`src/rtl/core/mct_pkg.sv`:
```
// Shared types, widths and helper functions for the mesh coordinate to index block.
// Used by mct_lane, mct_merge and mesh_coordinate_to_index_top. No other dependencies.
package mct_pkg;

  localparam int FRAC_BITS   = 24;
  localparam int MAX_MESH    = 256;
  localparam int COORD_W     = 28;
  localparam int SHIFT_W     = 24;
  localparam int TOL_W       = 24;
  localparam int SIZE_CFG_W  = 9;
  localparam int CFG_DATA_W  = 24;
  localparam int CFG_IDX_W   = 3;
  localparam int FLAT_W      = 24;

  localparam int SIZE_W      = $clog2(MAX_MESH + 1);
  localparam int IDX_W       = $clog2(MAX_MESH);
  localparam int DIFF_W      = COORD_W + 1;
  localparam int PROD_W      = FRAC_BITS + SIZE_W;
  localparam int MIS_W       = FRAC_BITS;
  localparam int SUM_W       = MIS_W + 2;
  localparam int CMP_W       = (SUM_W > TOL_W) ? SUM_W : TOL_W;
  localparam int YZ_W        = IDX_W + SIZE_W;
  localparam int FLAT_FULL_W = YZ_W + SIZE_W;

  localparam logic [FRAC_BITS-1:0] FRAC_HALF = {1'b1, {(FRAC_BITS-1){1'b0}}};

  typedef enum logic [CFG_IDX_W-1:0] {
    REG_SIZE_X  = 3'd0,
    REG_SIZE_Y  = 3'd1,
    REG_SIZE_Z  = 3'd2,
    REG_SHIFT_X = 3'd3,
    REG_SHIFT_Y = 3'd4,
    REG_SHIFT_Z = 3'd5,
    REG_TOL     = 3'd6
  } cfg_reg_t;

  typedef logic [SIZE_W-1:0] size_t;
  typedef logic [IDX_W-1:0]  idx_t;
  typedef logic [MIS_W-1:0]  mis_t;

  typedef struct packed {
    logic signed [COORD_W-1:0] coord_x;
    logic signed [COORD_W-1:0] coord_y;
    logic signed [COORD_W-1:0] coord_z;
  } point_t;

  typedef struct packed {
    logic [FLAT_W-1:0] flat_index;
    logic              on_mesh;
  } result_t;

  // Load enables of the three lane stages.
  typedef struct packed {
    logic ld1;
    logic ld2;
    logic ld3;
  } lane_ctl_t;

  // What one lane hands to the merge stage.
  typedef struct packed {
    idx_t idx;
    mis_t misfit;
  } lane_res_t;

  // A size of zero counts as one; sizes above the mesh limit saturate.
  function automatic size_t eff_size(input logic [SIZE_CFG_W-1:0] n);
    if (n == '0) begin
      return SIZE_W'(1);
    end else if (int'(n) > MAX_MESH) begin
      return SIZE_W'(MAX_MESH);
    end else begin
      return SIZE_W'(n);
    end
  endfunction

endpackage

```
`src/rtl/core/mct_lane.sv`:
```
// One axis lane: offset subtract, scale by mesh size, round, misfit and fold.
// Three register stages. Depends on mct_pkg.
module mct_lane (
  input  logic                              clk,
  input  mct_pkg::lane_ctl_t                ctl,
  input  logic signed [mct_pkg::COORD_W-1:0] coord,
  input  logic [mct_pkg::SHIFT_W-1:0]       shift,
  input  mct_pkg::size_t                    size,
  output mct_pkg::lane_res_t                res
);
  import mct_pkg::*;

  logic [DIFF_W-1:0]    diff;
  logic [FRAC_BITS-1:0] frac1;
  logic                 neg1;
  logic [PROD_W-1:0]    prod2;
  logic                 neg2;
  logic [FRAC_BITS-1:0] lo;
  logic [FRAC_BITS-1:0] lo_neg;
  size_t                whole;
  size_t                rnd;
  logic                 up;
  lane_res_t            res_next;

  // Only the fraction of the difference and its sign matter: the integer part
  // times the size is a multiple of the size and drops out of the fold.
  assign diff = {coord[COORD_W-1], coord} - {{(DIFF_W-SHIFT_W){1'b0}}, shift};

  always_ff @(posedge clk) begin
    if (ctl.ld1) begin
      frac1 <= diff[FRAC_BITS-1:0];
      neg1  <= diff[DIFF_W-1];
    end
  end

  always_ff @(posedge clk) begin
    if (ctl.ld2) begin
      prod2 <= {{SIZE_W{1'b0}}, frac1} * {{FRAC_BITS{1'b0}}, size};
      neg2  <= neg1;
    end
  end

  // Halves round away from zero, so a negative point rounds up only past half.
  always_comb begin
    lo     = prod2[FRAC_BITS-1:0];
    whole  = prod2[PROD_W-1:FRAC_BITS];
    up     = neg2 ? (lo > FRAC_HALF) : (lo >= FRAC_HALF);
    rnd    = whole + {{(SIZE_W-1){1'b0}}, up};
    lo_neg = ~lo + {{(FRAC_BITS-1){1'b0}}, 1'b1};
    res_next.misfit = up ? lo_neg : lo;
    res_next.idx    = (rnd == size) ? '0 : rnd[IDX_W-1:0];
  end

  always_ff @(posedge clk) begin
    if (ctl.ld3) begin
      res <= res_next;
    end
  end

endmodule

```
`src/rtl/core/mct_merge.sv`:
```
// Merge stage: sums the lane misfits, tests the tolerance and flattens the indices.
// Holds the output register. Depends on mct_pkg.
module mct_merge (
  input  logic                          clk,
  input  logic                          rst,
  input  logic                          s3_valid,
  output logic                          s3_ready,
  input  mct_pkg::lane_res_t            res_x,
  input  mct_pkg::lane_res_t            res_y,
  input  mct_pkg::lane_res_t            res_z,
  input  mct_pkg::size_t                size_x,
  input  mct_pkg::size_t                size_y,
  input  mct_pkg::size_t                size_z,
  input  logic [mct_pkg::TOL_W-1:0]     tol,
  output logic                          result_valid,
  input  logic                          result_ready,
  output mct_pkg::result_t              result
);
  import mct_pkg::*;

  logic                   ld4;
  logic                   ld5;
  logic                   s4_valid;
  logic [SUM_W-1:0]       sum;
  logic                   on_next;
  logic [YZ_W-1:0]        yz_next;
  logic                   on4;
  logic [YZ_W-1:0]        yz4;
  idx_t                   ix4;
  logic [FLAT_FULL_W-1:0] flat_full;
  result_t                result_next;

  assign ld5      = !result_valid || result_ready;
  assign ld4      = !s4_valid || ld5;
  assign s3_ready = ld4;

  always_comb begin
    sum = {2'b00, res_x.misfit} + {2'b00, res_y.misfit} + {2'b00, res_z.misfit};
    on_next = CMP_W'(sum) < CMP_W'(tol);
    yz_next = ({{SIZE_W{1'b0}}, res_z.idx} * {{IDX_W{1'b0}}, size_y})
            + {{SIZE_W{1'b0}}, res_y.idx};
  end

  always_ff @(posedge clk) begin
    if (ld4) begin
      on4 <= on_next;
      yz4 <= yz_next;
      ix4 <= res_x.idx;
    end
  end

  always_comb begin
    flat_full = ({{SIZE_W{1'b0}}, yz4} * {{YZ_W{1'b0}}, size_x})
              + {{(FLAT_FULL_W-IDX_W){1'b0}}, ix4};
    result_next.on_mesh    = on4;
    result_next.flat_index = on4 ? flat_full[FLAT_W-1:0] : '0;
  end

  always_ff @(posedge clk) begin
    if (ld5) begin
      result <= result_next;
    end
  end

  always_ff @(posedge clk) begin
    if (rst) begin
      s4_valid     <= 1'b0;
      result_valid <= 1'b0;
    end else begin
      if (ld4) begin
        s4_valid <= s3_valid;
      end
      if (ld5) begin
        result_valid <= s4_valid;
      end
    end
  end

  a_idx_in_range: assert property (@(posedge clk) disable iff (rst)
    s3_valid |-> ({1'b0, res_x.idx} < size_x) && ({1'b0, res_y.idx} < size_y)
                 && ({1'b0, res_z.idx} < size_z))
    else $error("lane index outside the mesh");

  a_misfit_half: assert property (@(posedge clk) disable iff (rst)
    s3_valid |-> (res_x.misfit <= FRAC_HALF) && (res_y.misfit <= FRAC_HALF)
                 && (res_z.misfit <= FRAC_HALF))
    else $error("lane misfit above one half");

  a_off_mesh_zero: assert property (@(posedge clk) disable iff (rst)
    result_valid && !result.on_mesh |-> result.flat_index == '0)
    else $error("off-mesh word carries a nonzero index");

endmodule

```
`src/rtl/core/mesh_coordinate_to_index_top.sv`:
```
// Top level of the mesh coordinate to index block: configuration registers,
// three axis lanes and the merge stage. Depends on mct_pkg, mct_lane, mct_merge.
//
// Usage:
//   A point word (coord_x, coord_y, coord_z, signed with 24 fraction bits)
//   enters on the point channel with point_valid/point_ready. One result word
//   (flat_index, on_mesh) leaves on the result channel for every point, in
//   order. Each axis runs in its own lane; the merge stage adds the three
//   misfits, compares against the tolerance and flattens x fastest.
//   The accepting edge loads lane stage one; lane stages two and three, the
//   merge stage and the output register, which drives result_valid, follow.
//   One point per cycle when nothing stalls; every stage is pipelined.
//   When the receiver holds result_ready low the output register keeps its
//   word, and stages behind it keep filling until every stage is occupied;
//   only then does point_ready drop.
//   Configuration words on the cfg channel are always taken (cfg_ready is
//   high) and must only be written while no point is in flight. Index 0..2
//   are the mesh sizes, 3..5 the offsets, 6 the misfit tolerance; index 7 is
//   ignored. Synchronous reset empties the pipeline and restores sizes of one,
//   zero offsets and a tolerance of 17.
module mesh_coordinate_to_index_top (
  input  logic                             clk,
  input  logic                             rst,
  input  logic                             point_valid,
  output logic                             point_ready,
  input  mct_pkg::point_t                  point,
  output logic                             result_valid,
  input  logic                             result_ready,
  output mct_pkg::result_t                 result,
  input  logic                             cfg_valid,
  output logic                             cfg_ready,
  input  logic [mct_pkg::CFG_IDX_W-1:0]    cfg_index,
  input  logic [mct_pkg::CFG_DATA_W-1:0]   cfg_data
);
  import mct_pkg::*;

  logic [SIZE_CFG_W-1:0] size_x;
  logic [SIZE_CFG_W-1:0] size_y;
  logic [SIZE_CFG_W-1:0] size_z;
  logic [SHIFT_W-1:0]    shift_x;
  logic [SHIFT_W-1:0]    shift_y;
  logic [SHIFT_W-1:0]    shift_z;
  logic [TOL_W-1:0]      tol;

  size_t     nx;
  size_t     ny;
  size_t     nz;
  logic      s1_valid;
  logic      s2_valid;
  logic      s3_valid;
  logic      s3_ready;
  lane_ctl_t ctl;
  lane_res_t res_x;
  lane_res_t res_y;
  lane_res_t res_z;

  // Configuration is never back-pressured.
  assign cfg_ready = 1'b1;

  always_ff @(posedge clk) begin
    if (rst) begin
      size_x  <= SIZE_CFG_W'(1);
      size_y  <= SIZE_CFG_W'(1);
      size_z  <= SIZE_CFG_W'(1);
      shift_x <= '0;
      shift_y <= '0;
      shift_z <= '0;
      tol     <= TOL_W'(17);
    end else if (cfg_valid) begin
      unique case (cfg_reg_t'(cfg_index))
        REG_SIZE_X:  size_x  <= cfg_data[SIZE_CFG_W-1:0];
        REG_SIZE_Y:  size_y  <= cfg_data[SIZE_CFG_W-1:0];
        REG_SIZE_Z:  size_z  <= cfg_data[SIZE_CFG_W-1:0];
        REG_SHIFT_X: shift_x <= cfg_data[SHIFT_W-1:0];
        REG_SHIFT_Y: shift_y <= cfg_data[SHIFT_W-1:0];
        REG_SHIFT_Z: shift_z <= cfg_data[SHIFT_W-1:0];
        REG_TOL:     tol     <= cfg_data[TOL_W-1:0];
        default: begin
        end
      endcase
    end
  end

  // The user must hold the effective sizes constant while points are in flight;
  // the block does not enforce this, and every stage reads them directly.
  assign nx = eff_size(size_x);
  assign ny = eff_size(size_y);
  assign nz = eff_size(size_z);

  // A stage loads when it is empty or when the stage after it is loading.
  always_comb begin
    ctl.ld3     = !s3_valid || s3_ready;
    ctl.ld2     = !s2_valid || ctl.ld3;
    ctl.ld1     = !s1_valid || ctl.ld2;
    point_ready = ctl.ld1;
  end

  always_ff @(posedge clk) begin
    if (rst) begin
      s1_valid <= 1'b0;
      s2_valid <= 1'b0;
      s3_valid <= 1'b0;
    end else begin
      if (ctl.ld1) begin
        s1_valid <= point_valid;
      end
      if (ctl.ld2) begin
        s2_valid <= s1_valid;
      end
      if (ctl.ld3) begin
        s3_valid <= s2_valid;
      end
    end
  end

  mct_lane u_lane_x (
    .clk   (clk),
    .ctl   (ctl),
    .coord (point.coord_x),
    .shift (shift_x),
    .size  (nx),
    .res   (res_x)
  );

  mct_lane u_lane_y (
    .clk   (clk),
    .ctl   (ctl),
    .coord (point.coord_y),
    .shift (shift_y),
    .size  (ny),
    .res   (res_y)
  );

  mct_lane u_lane_z (
    .clk   (clk),
    .ctl   (ctl),
    .coord (point.coord_z),
    .shift (shift_z),
    .size  (nz),
    .res   (res_z)
  );

  mct_merge u_merge (
    .clk          (clk),
    .rst          (rst),
    .s3_valid     (s3_valid),
    .s3_ready     (s3_ready),
    .res_x        (res_x),
    .res_y        (res_y),
    .res_z        (res_z),
    .size_x       (nx),
    .size_y       (ny),
    .size_z       (nz),
    .tol          (tol),
    .result_valid (result_valid),
    .result_ready (result_ready),
    .result       (result)
  );

  a_accept_fills: assert property (@(posedge clk) disable iff (rst)
    point_valid && point_ready |=> s1_valid)
    else $error("accepted point word did not enter the first stage");

  a_zero_size: assert property (@(posedge clk) disable iff (rst)
    cfg_valid && (cfg_index == REG_SIZE_X) && (cfg_data[SIZE_CFG_W-1:0] == '0)
    |=> nx == SIZE_W'(1))
    else $error("mesh size of zero not treated as one");

endmodule
```
`config.mk`:
```
export PLATFORM = sky130hd
export DESIGN_NAME = mesh_coordinate_to_index_top
export DESIGN_NICKNAME = d
export VERILOG_FILES = /design/src/rtl/core/mct_pkg.sv /design/src/rtl/core/mct_lane.sv /design/src/rtl/core/mct_merge.sv /design/src/rtl/core/mesh_coordinate_to_index_top.sv
export SDC_FILE = /design/constraint.sdc
export NUM_CORES = 2
export LEC_CHECK = 0
export BUFFER_PORTS_ARGS = -buffer_cell sky130_fd_sc_hd__buf_4
export CAP_MARGIN = 20
export CORE_MARGIN = 5
export CORE_UTILIZATION = 67
export CTS_CLUSTER_SIZE = 12
export DETAILED_ROUTE_END_ITERATION = 7
export PLACE_DENSITY = 0.87
export SLEW_MARGIN = 25
export SYNTH_ARGS = -nofsm -noshare
export SYNTH_HDL_FRONTEND = slang
export SYNTH_SLANG_ARGS = --single-unit
```
`constraint.sdc`:
```
create_clock -name clk -period 13.4 [get_ports clk]
set_input_delay 0 -clock clk [delete_from_list [all_inputs] [get_ports clk]]
set_output_delay 0 -clock clk [all_outputs]
set_load 0.01 [all_outputs]
```
==> reports/qor.csv <==
metric;value;unit
drc;0;
holdPathEnd;u_lane_z.frac1[0]$_DFFE_PP_;
synthDistinctLibCells;81;
yosysTopAreaCell;fa_1;
totalNegativeSetupSlack;0;ps
netlist_area;0.0501;sq mm
syn_area_per_cell;9.16;sq um
overflow;0;
final_area;0.0548;sq mm
hp-start;point[0];
cts_buffers;50;
wl;129000;microns
slew_headroom;28.8;%
avgViaCountPerCell;5.97;
root_buffer;clkbuf_16;
tightest_slew;1060;ps
ys.flop_type;edfxtp_1;
rsz0062_at_grt;false;
ys_warn_count;0;
die_area;0.0803;sq mm
path_delay_family;adder cells;
min_path_type;primary input to register;
htreeDepth;2;
track_usage;32.1;%
drt_iter0_drc;3362;
timing.final.crit_period;6880;ps
hold_depth;4;
dp.cells;6401;
core_area;0.0743;sq mm
pin_count;144;
ctsResizeCount;0;
dp_hpwl;95300;microns
reg2reg_depth;20;
critical_path_arrival;7240;ps
end_kind;register;
worstSetupPathType;register to register;
run_status;completed;
drt_first_pass_iters;6;
r2r_start;size_x[8]$_SDFFE_PP0P_;
cpPeakStageDelay;680;ps
finalSetupViolCount;0;
synth.most_common_cell;inv_1;
ys_seq_elements;452;
max_freq;145;MHz
final_nets;6767;
drive_gt1_share;5.41;%
r2r_slack;6520;ps
clkSlewWorstSetupHoldPaths;60;ps
critPathSlowestCell;nor2_2;
num_rows;100;
cts_tree;yes;
post-route-util;73.7;%
ys_top_cells_by_area;fa_1 (25%), edfxtp_1 (19%), ha_1 (10%);
cap_violations;0;
post-route-period-util;51.3;%
power_leakage;26.3;nW
start_util;67.4;%
syn-num-nets;6618;
synth_top_area_share;25.2;%
grt_max_degree;78;
ctsLongestPathBuffers;3;
gp_congestion;0.961;
clock_skew;20.9;ps
critical_path.most_common_cell;fa_1;
syn-instance-count;5463;
synth-edff-count;324;
avgRoutedWirePerCell;19.5;microns
final_hold_viol_count;0;
die_h;283;microns
antenna_found_initial;5;
critPathMaxFanout;36;
yosysSeqAreaShare;24.6;%
vias;39600;
async_flop_share;0;%
slew_violations;0;
critical_path_required;13760;ps
first_global_vias;41900;
yosys-top-cells-count;inv_1 (959), nand2_1 (872), fa_1 (629);
worstPathCellList;buf_4 > nor2_2 > buf_4 > nand2_1 > fa_1 > inv_1 > fa_1 > fa_1 > fa_1 > ha_1 > a21oi_1 > o21ai_1 > or3b_1 > o21ai_1 > o211ai_1 > nand2_1 > o2111ai_1 > a21o_1 > a21oi_1 > xnor2_1;
r2r_end;u_lane_x.prod2[31]$_DFFE_PP_;
grt_pass1_wl;211000;microns
cts.sinks;452;
clkLatencyLatePin;620;ps
p_total;0.00812;W
post_dp_cell_area;0.0519;sq mm
die_w;283;microns
path_buf_inv;3;
drtAntennaViolNets;0;
layout.cells.non_filler;6625;
startpoint;size_x[8]$_SDFFE_PP0P_;
power_density;148;mW/mm^2
worstSetupStartpointType;register;
io_buffers;142;
irDropWorstVdd;0.268;mV
syn_to_final_growth;9.37;%
stage by stage:
step	worst slack [ps]	hold slack [ps]
after floorplan	7390	121
after global placement	6810	247
after detailed placement	6620	268
after CTS	6630	17.4
after global routing	6240	31.6
final	6520	52.2
registers in the layout, summed over array words and instances (netlist names), 25 cells and up:
| signal | cells |
|---|---|
| u_lane_y.prod2 | 33 |
| u_merge.result | 25 |
| u_lane_x.prod2 | 33 |
| u_lane_y.res | 32 |
| u_lane_z.prod2 | 33 |
| u_lane_x.res | 32 |
| u_lane_z.res | 32 |
area by class of cell:
cell class,instances,area (sq um)
well taps,969,1210
multi-input cells,3840,33500
clock inverters,21,134
repair buffers,307,2630
clock buffers,72,1420
fillers,4833,19600
diodes,3,7.51
flip-flops and latches,452,12300
inverters,961,3610
cells by family after synthesis:
group	Yosys count	share of synthesized area, %
and+or+nand+nor	1760	16.7
buffers and inverters	1171	8.81
adders and majority gates	1039	35.4
AOI/OAI and AO/OA	729	9.13
DFF	452	24.6
xor gates and xnor gates	310	5.42
other	1	0.00749
muxes	1	0.0200
repair_timing:
item,in CTS,in global routing
hold buffers,128,0
endpoints found under the setup margin,0,0
endpoints found under the hold margin,196,0
setup buffers,0,0
worst max path at each step:
stage | endpoint | cells after the start | slack (ps)
2_1_floorplan | u_merge.result[21]$_SDFFCE_PN0P_ | 23 | 7390
3_3_place_gp | u_merge.result[21]$_SDFFCE_PN0P_ | 21 | 6810
3_5_place_dp | u_merge.result[24]$_SDFFCE_PN0P_ | 22 | 6620
4_1_cts | u_lane_x.prod2[31]$_DFFE_PP_ | 20 | 6630
5_1_grt | u_lane_x.prod2[32]$_DFFE_PP_ | 22 | 6240
6_report | u_lane_x.prod2[31]$_DFFE_PP_ | 20 | 6520
worst min-delay path, cell delays in order:
cell	delay, ps
buf_4	80
inv_1	110
ha_1	320
inv_1	40
layer usage:
metal  track usage, %  wire [microns]  up-vias
met4             16.7            7730        2
met5                0               7        -
li1                 -               -    17600
met1             39.5           47400    19200
met2             53.9           61200     2192
met3             6.36           12600      543
cells in the final DEF, fill, tap and decap left out, types with 17 or more instances in the layout:
master         Yosys  routed
and2_1           401     401
and3_1            22      21
nand3_1           64      62
nor2_1           157     155
o21ai_0          106     106
a31oi_1           17      17
clkbuf_16          0      51
o41ai_1           17      17
xor2_1            72      72
nor2b_1           66      51
dlygate4sd3_1      0     128
or3_1             23      23
nor3_1            51      49
o21a_1            30      30
a21o_1            73      73
nand2b_1          44      44
inv_1            959     958
a211oi_1          20      20
o21bai_1          21      21
o21ai_1           27      27
a21oi_1          297     297
edfxtp_1         324     324
dfxtp_1          128     127
o31ai_1           23      23
fa_1             629     629
nand2_1          872     871
buf_4              1     179
ha_1             410     410
xnor2_1          238     238
report_power, final:
| part | switching [W] | total (W) | internal, W |
|---|---|---|---|
| sequential | 0.000336 | 0.00224 | 0.00190 |
| clock | 0.000605 | 0.00135 | 0.000741 |
| combinational | 0.00253 | 0.00454 | 0.00201 |
Note: power is estimated with default switching activity, not from simulation.
